==> src/hdl/tcdt_pkg.sv <==
// Shared types, codes and helpers for the tick counter with deadline timers.
// Used by every module of the block; depends on nothing else.
package tcdt_pkg;

   // Number of timer slots and the widths that follow from it.
   localparam int MAX_TIMERS = 16;
   localparam int SLOT_W     = 4;
   localparam int CNT_W      = 5;

   // Input command codes as they arrive on the request channel.
   localparam logic [1:0] CMD_TICK   = 2'd0;
   localparam logic [1:0] CMD_START  = 2'd1;
   localparam logic [1:0] CMD_CANCEL = 2'd2;

   // Classified operations handed from the front part to the back part.
   localparam logic [1:0] OP_TICK   = 2'd0;
   localparam logic [1:0] OP_START  = 2'd1;
   localparam logic [1:0] OP_CANCEL = 2'd2;

   // Result event kinds.
   localparam logic [2:0] EV_STARTED    = 3'd0;
   localparam logic [2:0] EV_FULL       = 3'd1;
   localparam logic [2:0] EV_CANCELLED  = 3'd2;
   localparam logic [2:0] EV_NOT_ACTIVE = 3'd3;
   localparam logic [2:0] EV_EXPIRED    = 3'd4;
   localparam logic [2:0] EV_TICK_DONE  = 3'd5;

   // One classified command.
   typedef struct packed {
      logic [1:0]        op;
      logic [31:0]       delay;
      logic [31:0]       tag;
      logic [SLOT_W-1:0] handle;
   } cmd_type;

   // Status of the back part, seen by the top level.
   typedef struct packed {
      logic [CNT_W-1:0] active_count;
   } status_type;

   // True when a - b, as a signed 32-bit difference, is greater than zero.
   function automatic logic later_than(input logic [31:0] a, input logic [31:0] b);
      logic [31:0] d;
      d = a - b;
      return (d != 32'd0) && !d[31];
   endfunction

endpackage

==> src/hdl/tcdt_front.sv <==
// Front part: accepts request transactions and classifies them into commands.
// Depends on tcdt_pkg.
module tcdt_front (
   input  logic                clock,
   input  logic                reset,
   input  logic                req_tvalid,
   output logic                req_tready,
   input  logic [71:0]         req_tdata,   // delay_ticks, user_tag, slot_handle, zero pad
   input  logic [1:0]          req_tuser,   // cmd
   output logic                push_valid,
   output tcdt_pkg::cmd_type   push_cmd,
   input  logic                push_ready
);

   logic                accepted_ff, accepted_in;
   tcdt_pkg::cmd_type   cmd_ff, cmd_in;

   // The front holds one classified command until the queue takes it.
   assign req_tready = !accepted_ff || push_ready;
   assign push_valid = accepted_ff;
   assign push_cmd   = cmd_ff;

   // Classify the command; the unused code is handled as a tick.
   always_comb begin
      cmd_in      = cmd_ff;
      accepted_in = accepted_ff;
      if (push_ready) begin
         accepted_in = 1'b0;
      end
      if (req_tvalid && req_tready) begin
         accepted_in   = 1'b1;
         cmd_in.delay  = req_tdata[31:0];
         cmd_in.tag    = req_tdata[63:32];
         cmd_in.handle = req_tdata[67:64];
         unique case (req_tuser)
            tcdt_pkg::CMD_START:  cmd_in.op = tcdt_pkg::OP_START;
            tcdt_pkg::CMD_CANCEL: cmd_in.op = tcdt_pkg::OP_CANCEL;
            default:              cmd_in.op = tcdt_pkg::OP_TICK;
         endcase
      end
   end

   always_ff @(posedge clock) begin
      if (reset) begin
         accepted_ff <= 1'b0;
      end else begin
         accepted_ff <= accepted_in;
      end
      cmd_ff <= cmd_in;
   end

endmodule

==> src/hdl/tcdt_queue.sv <==
// Two-entry command queue between the front part and the back part.
// Depends on tcdt_pkg.
module tcdt_queue (
   input  logic                clock,
   input  logic                reset,
   input  logic                push_valid,
   input  tcdt_pkg::cmd_type   push_cmd,
   output logic                push_ready,
   output logic                pop_valid,
   output tcdt_pkg::cmd_type   pop_cmd,
   input  logic                pop
);

   tcdt_pkg::cmd_type   entry_ff [2];
   tcdt_pkg::cmd_type   entry_in [2];
   logic                wr_ptr_ff, wr_ptr_in;
   logic                rd_ptr_ff, rd_ptr_in;
   logic [1:0]          count_ff, count_in;
   logic                do_push, do_pop;

   assign push_ready = (count_ff != 2'd2);
   assign pop_valid  = (count_ff != 2'd0);
   assign pop_cmd    = entry_ff[rd_ptr_ff];
   assign do_push    = push_valid && push_ready;
   assign do_pop     = pop && pop_valid;

   // Pointer and fill count update.
   always_comb begin
      entry_in  = entry_ff;
      wr_ptr_in = wr_ptr_ff;
      rd_ptr_in = rd_ptr_ff;
      count_in  = count_ff;
      if (do_push) begin
         entry_in[wr_ptr_ff] = push_cmd;
         wr_ptr_in           = !wr_ptr_ff;
      end
      if (do_pop) begin
         rd_ptr_in = !rd_ptr_ff;
      end
      if (do_push && !do_pop) begin
         count_in = count_ff + 2'd1;
      end else if (!do_push && do_pop) begin
         count_in = count_ff - 2'd1;
      end
   end

   always_ff @(posedge clock) begin
      if (reset) begin
         wr_ptr_ff <= 1'b0;
         rd_ptr_ff <= 1'b0;
         count_ff  <= 2'd0;
      end else begin
         wr_ptr_ff <= wr_ptr_in;
         rd_ptr_ff <= rd_ptr_in;
         count_ff  <= count_in;
      end
      entry_ff <= entry_in;
   end

endmodule

==> src/hdl/tcdt_back.sv <==
// Back part: counters, timer table, expiry order and the result register.
// Depends on tcdt_pkg.
module tcdt_back (
   input  logic                   clock,
   input  logic                   reset,
   input  logic                   cmd_valid,
   input  tcdt_pkg::cmd_type      cmd,
   output logic                   cmd_pop,
   input  logic                   csr_write,
   input  logic [15:0]            csr_value,
   output logic                   rsp_tvalid,
   input  logic                   rsp_tready,
   output logic [103:0]           rsp_tdata,
   output logic [2:0]             rsp_tuser,
   output logic                   rsp_tlast,
   output tcdt_pkg::status_type   status
);

   localparam logic [1:0] ST_IDLE   = 2'd0;
   localparam logic [1:0] ST_INSERT = 2'd1;
   localparam logic [1:0] ST_SCAN   = 2'd2;

   localparam int SW = tcdt_pkg::SLOT_W;
   localparam int CW = tcdt_pkg::CNT_W;
   localparam int MT = tcdt_pkg::MAX_TIMERS;

   logic [1:0]    state_ff, state_in;
   logic [CW-1:0] pos_ff, pos_in;
   logic [31:0]   dl_ff, dl_in;
   logic [31:0]   ptag_ff, ptag_in;
   logic [SW-1:0] pslot_ff, pslot_in;
   logic [31:0]   tick_ff, tick_in;
   logic [15:0]   sub_ff, sub_in;
   logic [31:0]   up_ff, up_in;
   logic [15:0]   tps_ff, tps_in;
   logic [MT-1:0] active_ff, active_in;
   logic [CW-1:0] cnt_ff, cnt_in;
   logic [SW-1:0] order_ff [MT];
   logic [SW-1:0] order_in [MT];
   logic [31:0]   dlmem_ff [MT];
   logic [31:0]   dlmem_in [MT];
   logic [31:0]   tagmem_ff [MT];
   logic [31:0]   tagmem_in [MT];

   logic          ovalid_ff, ovalid_in;
   logic [2:0]    okind_ff, okind_in;
   logic [SW-1:0] ohandle_ff, ohandle_in;
   logic [31:0]   otag_ff, otag_in;
   logic [31:0]   otick_ff, otick_in;
   logic [31:0]   oup_ff, oup_in;
   logic          olast_ff, olast_in;

   logic          out_free;
   logic [SW-1:0] rd_slot;
   logic [31:0]   rd_dl;
   logic [31:0]   rd_tag;
   logic [SW-1:0] free_slot;
   logic [SW-1:0] cancel_pos;
   logic          found;
   logic [16:0]   sub_next;

   assign out_free   = !ovalid_ff || rsp_tready;
   assign rsp_tvalid = ovalid_ff;
   assign rsp_tuser  = okind_ff;
   assign rsp_tlast  = olast_ff;
   assign rsp_tdata  = {4'd0, oup_ff, otick_ff, otag_ff, ohandle_ff};
   assign status.active_count = cnt_ff;

   // Single read port of the slot table, addressed by the head or the search position.
   assign rd_slot = (state_ff == ST_SCAN) ? order_ff[0] : order_ff[pos_ff[SW-1:0]];
   assign rd_dl   = dlmem_ff[rd_slot];
   assign rd_tag  = tagmem_ff[rd_slot];
   assign found   = (pos_ff == cnt_ff) || tcdt_pkg::later_than(rd_dl, dl_ff);
   assign sub_next = {1'b0, sub_ff} + 17'd1;

   // Lowest free slot and position of the slot to cancel in the expiry order.
   always_comb begin
      free_slot  = '0;
      cancel_pos = '0;
      for (int i = MT - 1; i >= 0; i--) begin
         if (!active_ff[i]) begin
            free_slot = SW'(i);
         end
         if ((order_ff[i] == cmd.handle) && (CW'(i) < cnt_ff)) begin
            cancel_pos = SW'(i);
         end
      end
   end

   // Command sequencer.
   always_comb begin
      state_in   = state_ff;
      pos_in     = pos_ff;
      dl_in      = dl_ff;
      ptag_in    = ptag_ff;
      pslot_in   = pslot_ff;
      tick_in    = tick_ff;
      sub_in     = sub_ff;
      up_in      = up_ff;
      tps_in     = tps_ff;
      active_in  = active_ff;
      cnt_in     = cnt_ff;
      order_in   = order_ff;
      dlmem_in   = dlmem_ff;
      tagmem_in  = tagmem_ff;
      ovalid_in  = ovalid_ff && !rsp_tready;
      okind_in   = okind_ff;
      ohandle_in = ohandle_ff;
      otag_in    = otag_ff;
      otick_in   = tick_ff;
      oup_in     = up_ff;
      olast_in   = olast_ff;
      cmd_pop    = 1'b0;
      if (!ovalid_ff || rsp_tready) begin
         otick_in = tick_ff;
      end else begin
         otick_in = otick_ff;
         oup_in   = oup_ff;
      end

      if (csr_write) begin
         tps_in = csr_value;
      end

      unique case (state_ff)
         ST_IDLE: begin
            if (cmd_valid && out_free) begin
               cmd_pop = 1'b1;
               unique case (cmd.op)
                  tcdt_pkg::OP_START: begin
                     if (cnt_ff == CW'(MT)) begin
                        ovalid_in  = 1'b1;
                        okind_in   = tcdt_pkg::EV_FULL;
                        ohandle_in = '0;
                        otag_in    = '0;
                        olast_in   = 1'b1;
                     end else begin
                        pslot_in = free_slot;
                        dl_in    = tick_ff + cmd.delay;
                        ptag_in  = cmd.tag;
                        pos_in   = '0;
                        state_in = ST_INSERT;
                     end
                  end
                  tcdt_pkg::OP_CANCEL: begin
                     ovalid_in  = 1'b1;
                     ohandle_in = cmd.handle;
                     otag_in    = '0;
                     olast_in   = 1'b1;
                     if (!active_ff[cmd.handle]) begin
                        okind_in = tcdt_pkg::EV_NOT_ACTIVE;
                     end else begin
                        okind_in = tcdt_pkg::EV_CANCELLED;
                        for (int i = 0; i < MT - 1; i++) begin
                           if (SW'(i) >= cancel_pos) begin
                              order_in[i] = order_ff[i+1];
                           end
                        end
                        cnt_in = cnt_ff - CW'(1);
                        active_in[cmd.handle] = 1'b0;
                     end
                  end
                  default: begin
                     tick_in = tick_ff + 32'd1;
                     if (sub_next >= {1'b0, tps_ff}) begin
                        sub_in = '0;
                        up_in  = up_ff + 32'd1;
                     end else begin
                        sub_in = sub_next[15:0];
                     end
                     state_in = ST_SCAN;
                  end
               endcase
            end
         end
         ST_INSERT: begin
            if (!found) begin
               pos_in = pos_ff + CW'(1);
            end else if (out_free) begin
               for (int i = 1; i < MT; i++) begin
                  if (CW'(i) > pos_ff) begin
                     order_in[i] = order_ff[i-1];
                  end
               end
               order_in[pos_ff[SW-1:0]] = pslot_ff;
               cnt_in                   = cnt_ff + CW'(1);
               dlmem_in[pslot_ff]       = dl_ff;
               tagmem_in[pslot_ff]      = ptag_ff;
               active_in[pslot_ff]      = 1'b1;
               ovalid_in  = 1'b1;
               okind_in   = tcdt_pkg::EV_STARTED;
               ohandle_in = pslot_ff;
               otag_in    = '0;
               olast_in   = 1'b1;
               state_in   = ST_IDLE;
            end
         end
         ST_SCAN: begin
            if (out_free) begin
               ovalid_in = 1'b1;
               if ((cnt_ff != '0) && !tcdt_pkg::later_than(rd_dl, tick_ff)) begin
                  for (int i = 0; i < MT - 1; i++) begin
                     order_in[i] = order_ff[i+1];
                  end
                  cnt_in             = cnt_ff - CW'(1);
                  active_in[rd_slot] = 1'b0;
                  okind_in   = tcdt_pkg::EV_EXPIRED;
                  ohandle_in = rd_slot;
                  otag_in    = rd_tag;
                  olast_in   = 1'b0;
               end else begin
                  okind_in   = tcdt_pkg::EV_TICK_DONE;
                  ohandle_in = '0;
                  otag_in    = '0;
                  olast_in   = 1'b1;
                  state_in   = ST_IDLE;
               end
            end
         end
         default: begin
            state_in = ST_IDLE;
         end
      endcase
   end

   always_ff @(posedge clock) begin
      if (reset) begin
         state_ff  <= ST_IDLE;
         tick_ff   <= '0;
         sub_ff    <= '0;
         up_ff     <= '0;
         tps_ff    <= 16'd100;
         active_ff <= '0;
         cnt_ff    <= '0;
         ovalid_ff <= 1'b0;
      end else begin
         state_ff  <= state_in;
         tick_ff   <= tick_in;
         sub_ff    <= sub_in;
         up_ff     <= up_in;
         tps_ff    <= tps_in;
         active_ff <= active_in;
         cnt_ff    <= cnt_in;
         ovalid_ff <= ovalid_in;
      end
      pos_ff     <= pos_in;
      dl_ff      <= dl_in;
      ptag_ff    <= ptag_in;
      pslot_ff   <= pslot_in;
      order_ff   <= order_in;
      dlmem_ff   <= dlmem_in;
      tagmem_ff  <= tagmem_in;
      okind_ff   <= okind_in;
      ohandle_ff <= ohandle_in;
      otag_ff    <= otag_in;
      otick_ff   <= otick_in;
      oup_ff     <= oup_in;
      olast_ff   <= olast_in;
   end

endmodule

==> src/hdl/tick_counter_with_deadline_timers.sv <==
// Top level of the tick counter with deadline timers.
// Depends on tcdt_pkg, tcdt_front, tcdt_queue and tcdt_back.
//
// Usage: request transactions carry a command in req_tuser (tick, start, cancel).
// A start returns one result with the slot handle or a table-full kind; a cancel
// returns one result. A tick advances the tick and uptime counters, then returns
// one result per expired timer in deadline order and closes with a tick-done
// result, which carries rsp_tlast. The csr port writes ticks_per_second.
// A cancel or a full start passes the front register and the queue, and the
// sequencer then sets its result in the result register. A start walks the
// expiry order one entry a cycle. A tick gives one result per cycle while the
// receiver takes them. The rate is set by the sequencer in the back part, which
// handles one command at a time and reads the timer table through a single read
// port. A two-entry queue lets the request side run ahead of it.
// Reset clears the counters, marks all slots free and sets ticks_per_second
// to 100. When the receiver stalls, the result register holds its transaction
// and the sequencer waits; requests are taken until the queue is full.
module tick_counter_with_deadline_timers (
   input  logic          clock,
   input  logic          reset,
   input  logic          req_tvalid,
   output logic          req_tready,
   input  logic [71:0]   req_tdata,   // delay_ticks, user_tag, slot_handle, zero pad
   input  logic [1:0]    req_tuser,   // cmd
   output logic          rsp_tvalid,
   input  logic          rsp_tready,
   output logic [103:0]  rsp_tdata,   // result_handle, result_tag, tick_now, uptime_seconds, pad
   output logic [2:0]    rsp_tuser,   // event_kind
   output logic          rsp_tlast,   // last
   input  logic          csr_valid,
   output logic          csr_ready,
   input  logic [15:0]   csr_data     // ticks_per_second
);

   logic                  push_valid, push_ready;
   tcdt_pkg::cmd_type     push_cmd;
   logic                  pop_valid, pop;
   tcdt_pkg::cmd_type     pop_cmd;
   tcdt_pkg::status_type  status;

   assign csr_ready = 1'b1;

   // Request side.
   tcdt_front u_front (
      .clock      (clock),
      .reset      (reset),
      .req_tvalid (req_tvalid),
      .req_tready (req_tready),
      .req_tdata  (req_tdata),
      .req_tuser  (req_tuser),
      .push_valid (push_valid),
      .push_cmd   (push_cmd),
      .push_ready (push_ready)
   );

   // Command queue.
   tcdt_queue u_queue (
      .clock      (clock),
      .reset      (reset),
      .push_valid (push_valid),
      .push_cmd   (push_cmd),
      .push_ready (push_ready),
      .pop_valid  (pop_valid),
      .pop_cmd    (pop_cmd),
      .pop        (pop)
   );

   // Timer engine and result register.
   tcdt_back u_back (
      .clock      (clock),
      .reset      (reset),
      .cmd_valid  (pop_valid),
      .cmd        (pop_cmd),
      .cmd_pop    (pop),
      .csr_write  (csr_valid && csr_ready),
      .csr_value  (csr_data),
      .rsp_tvalid (rsp_tvalid),
      .rsp_tready (rsp_tready),
      .rsp_tdata  (rsp_tdata),
      .rsp_tuser  (rsp_tuser),
      .rsp_tlast  (rsp_tlast),
      .status     (status)
   );

`ifndef SYNTHESIS
   // The table never holds more timers than it has slots.
   a_count_range: assert property (@(posedge clock) disable iff (reset)
      status.active_count <= tcdt_pkg::CNT_W'(tcdt_pkg::MAX_TIMERS))
      else $error("active timer count out of range");

   // Expired results are never the final result of a tick.
   a_expired_not_last: assert property (@(posedge clock) disable iff (reset)
      rsp_tvalid && (rsp_tuser == tcdt_pkg::EV_EXPIRED) |-> !rsp_tlast)
      else $error("expired result marked last");

   // A tick-done result always closes its transaction group.
   a_done_last: assert property (@(posedge clock) disable iff (reset)
      rsp_tvalid && (rsp_tuser == tcdt_pkg::EV_TICK_DONE) |-> rsp_tlast)
      else $error("tick-done result not marked last");

   // A shown start result implies at least one active timer.
   a_started_count: assert property (@(posedge clock) disable iff (reset)
      rsp_tvalid && (rsp_tuser == tcdt_pkg::EV_STARTED) |-> status.active_count != '0)
      else $error("start reported with empty table");
`endif

endmodule
==> config.mk <==
export PLATFORM = sky130hd
export DESIGN_NAME = tick_counter_with_deadline_timers
export DESIGN_NICKNAME = d
export VERILOG_FILES = /design/src/hdl/tcdt_pkg.sv /design/src/hdl/tcdt_front.sv /design/src/hdl/tcdt_queue.sv /design/src/hdl/tcdt_back.sv /design/src/hdl/tick_counter_with_deadline_timers.sv
export SDC_FILE = /design/constraint.sdc
export NUM_CORES = 2
export LEC_CHECK = 0
export BUFFER_PORTS_ARGS = -buffer_cell sky130_fd_sc_hd__buf_2
export CAP_MARGIN = 20
export CORE_ASPECT_RATIO = 1.25
export CORE_MARGIN = 2
export CORE_UTILIZATION = 54
export CTS_BUF_LIST = sky130_fd_sc_hd__clkbuf_2 sky130_fd_sc_hd__clkbuf_4 sky130_fd_sc_hd__clkbuf_8
export DETAILED_ROUTE_END_ITERATION = 8
export PLACE_DENSITY = 0.77
export SLEW_MARGIN = 20
export SYNTH_ARGS = -nofsm -noshare
export SYNTH_HDL_FRONTEND = slang
export SYNTH_HIERARCHICAL = 1
export SYNTH_SLANG_ARGS = --single-unit
==> constraint.sdc <==
create_clock -name clock -period 22 [get_ports clock]
set_input_delay 1.1 -clock clock [delete_from_list [all_inputs] [get_ports clock]]
set_output_delay 1.1 -clock clock [all_outputs]
set_load 0.01 [all_outputs]
==> results_dict.tcl <==
set metrics [dict create \
    r2r-end "u_back/dlmem_ff[93]" \
    htree_levels 4 \
    critPathKind "reg2reg" \
    maxClockFrequency_mhz 84.4 \
    r2r_slack_ps 10160 \
    gp_congestion 0.963 \
    clk_pin_slew_ps 60 \
    grt_max_degree 225 \
    grt_pass1_vias 46966 \
    ys_seq_elements 1600 \
    r2r-start "u_back/state_ff[0]" \
    hold_depth 1 \
    ys.flop_type "edfxtp_1" \
    crit_path_max_fanout 75 \
    max_stage_delay_ps 950 \
    finalCritPeriodShare 0.538 \
    port_buffers 196 \
    drc 0 \
    drtIter0Drc 5453 \
    coreArea_um2 130000 \
    synth-edff-count 1475 \
    yosysUniqueCellTypes 93 \
    final.min_clock_period_ps 11840 \
    die_h_um 409 \
    clk_path_buf_depth 3 \
    whs_ps 312 \
    required_ps 22560 \
    vdd_drop_max_v 0.000154 \
    syn_inst 5790 \
    vias 48259 \
    fin_util 0.601 \
    wl_per_cell_um 22.9 \
    power.share.combinational 0.443 \
    detail-route-antenna-nets 0 \
    syn_to_final_growth_pct 10.3 \
    hp-class "in2reg" \
    hold_viol_final 0 \
    ys_seq_area_frac 0.660 \
    root_buffer "clkbuf_8" \
    row_count 148 \
    first_pass_iters 5 \
    grt_pass1_wl_um 271000 \
    seqPwrFrac 0.345 \
    crit_start "u_back/state_ff[0]" \
    dieArea_um2 134000 \
    cts_tree "built" \
    switchingPower_mw 4.64 \
    p_leak_nw 27.8 \
    yosys-top-cells-count "edfxtp_1 (1475), nand2_1 (1161), nand3_1 (322)" \
    tightest_slew_ps 1200 \
    crit_slowest_cell "or4b_4" \
    worstPathArrival_ps 12400 \
    fin_skew_ps 55.8 \
    syn_area_um2 70900 \
    regArea_um2 46800 \
    power_density_nw_per_um2 143 \
    end_kind "register" \
    setup_violations 0 \
    die_x_um 328 \
    path_delay_family "simple AND/OR/NAND/NOR gates" \
    critical_path.n_buffers_inverters 4 \
    fin_ws_ps 10160 \
    yosysMostFrequentCell "edfxtp_1" \
    nets 6165 \
    min_to "u_front/push_cmd[0]" \
    maxSlewViolCount 0 \
    antenna_found_initial 8 \
    grtUsageTotal 0.264 \
    drv_cap 0 \
    design_power_total_mw 11.2 \
    intPower_mw 6.57 \
    cts_hold_buf 0 \
    numCtsBuffers 227 \
    yosys.area.top_type "edfxtp_1" \
    r2r_cells 26 \
    synth_top_area_frac 0.625 \
    rsz0062_at_grt "false" \
    ios 206 \
    hp-start "req_tdata[64]" \
    status "complete, no violations" \
    syn_avg_cell_area_um2 12.2 \
    fin_setup_tns_ps 0 \
    wl_um 180000 \
    start_kind "register" \
    async_reset_ff_frac 0 \
    avgViaCountPerCell 6.14 \
    postCtsSetupBuffers 0 \
    max-slew-margin-rel 0.192 \
    cts.sink_count 1600 \
    hpwlAfterDp_um 104000 \
    start_util 0.544 \
    yosysWarnings 6 \
    cts_resized 0 \
    switching_share 0.414 \
    drive_gt1_frac 0.131 \
    netlist_top_cells_area "edfxtp_1 (63%), nand2_1 (6.1%), dfxtp_1 (3.5%)" \
    insertion_delay_ps 970 \
    grt-ovfl-total 0 \
    dp_worst_setup_slack_ps 10440 \
    clkPwrFrac 0.211 \
    multi_input_area_um2 22200 \
    fillCellCount 9799 \
]
-- state kept, by name, indices dropped and copies added, names as in the netlist, 32 cells and up --
| signal | flops |
|---|---|
| u_back/dlmem_ff | 512 |
| u_back/otick_ff | 32 |
| u_queue/entry_ff | 140 |
| u_back/oup_ff | 32 |
| u_front/push_cmd | 70 |
| u_back/tick_ff | 32 |
| u_back/tagmem_ff | 512 |
| u_back/order_ff | 64 |
| u_back/otag_ff | 32 |
| u_back/up_ff | 32 |
| u_back/ptag_ff | 32 |
| u_back/dl_ff | 32 |
-- cells in the final DEF, fill, tap and decap left out, types with 128 or more instances in the layout --
| cell type | synthesis | routed |
|---|---|---|
| edfxtp_1 | 1475 | 1475 |
| nand2_1 | 1161 | 1160 |
| nand3_1 | 322 | 322 |
| clkbuf_8 | 0 | 239 |
| a311oi_1 | 197 | 197 |
| a21oi_1 | 197 | 196 |
| buf_2 | 25 | 195 |
| nor2_1 | 213 | 194 |
| and3_1 | 186 | 185 |
| inv_1 | 176 | 175 |
| ha_1 | 128 | 128 |
-- cells by family (layout without fill, tap and decap cells) --
group | after synthesis | count (layout) | share of synthesized area
flops | 1600 | 1600 | 0.660
other cells | 2 | 7 | 0.000106
fa+ha+maj | 131 | 131 | 0.0234
mux | 135 | 135 | 0.0232
compound gates | 1001 | 1001 | 0.0999
xor+xnor | 182 | 182 | 0.0225
buf+inv | 531 | 873 | 0.0292
simple gates | 2208 | 2208 | 0.141
-- how the worst max path moves through the flow --
stage                                       to  cells after the start  slack [ps]
after global routing       u_back/dlmem_ff[85]                     23        9650
after floorplan           u_back/ohandle_ff[0]                     28       12340
final                      u_back/dlmem_ff[93]                     26       10160
after detailed placement   u_back/dlmem_ff[85]                     26       10440
after global placement    u_back/dlmem_ff[107]                     26       10530
after CTS                  u_back/dlmem_ff[91]                     26       10370
-- per-stage QoR --
stage               cells  instance area [µm²]
finish               7862                78200
global route         7861                78200
CTS                  7859                78200
detailed placement   7434                73500
global placement     7431                73400
floorplan            5793                70900
-- layer usage --
| metal | vias to the layer above | GRT usage | share of wire |
|---|---|---|---|
| met5 | - | 0 | 0.00035 |
| met2 | 2448 | 0.431 | 0.48 |
| met4 | 10 | 0.124 | 0.043 |
| met1 | 23412 | 0.343 | 0.39 |
| met3 | 447 | 0.0464 | 0.090 |
| li1 | 21942 | - | - |
-- power by group through the flow --
stage | Sequential, mW | Combinational (mW) | Clock [mW]
after floorplan | 3.87 | 3.53 | 0
after global placement | 3.92 | 4.75 | 0
after detailed placement | 3.93 | 4.85 | 0
after CTS | 3.87 | 4.87 | 2.41
after global routing | 3.89 | 5.38 | 2.53
final | 3.87 | 4.97 | 2.37
-- area by class of cell --
type	count	share of cell area
multi-input cells	3662	0.284
repair buffers	267	0.0211
diodes	2	0.0000640
well taps	1725	0.0276
clock inverters	116	0.0111
clock buffers	309	0.0488
flip-flops and latches	1600	0.599
inverters	181	0.00872
-- worst register-to-register path, stage by stage (launching register included) --
cell and delay [ps]:
dfxtp_1 380, inv_1 80, ha_1 500, a211oi_1 770, a31oi_1 330, nand2_4 680
buf_4 720, buf_4 770, nand2_1 160, and3_1 190, a311oi_1 280, a311oi_1 100
a21oi_1 580, ha_1 300, and2_1 210, and3_1 230, nand3_1 80, o21ai_0 350
o21ai_0 310, o211a_1 290, nor3_1 500, and3_1 270, nor3_2 80, or4b_4 950
or2_1 530, nor2_4 900, buf_4 840
Note: power is estimated with default switching activity, not from simulation.
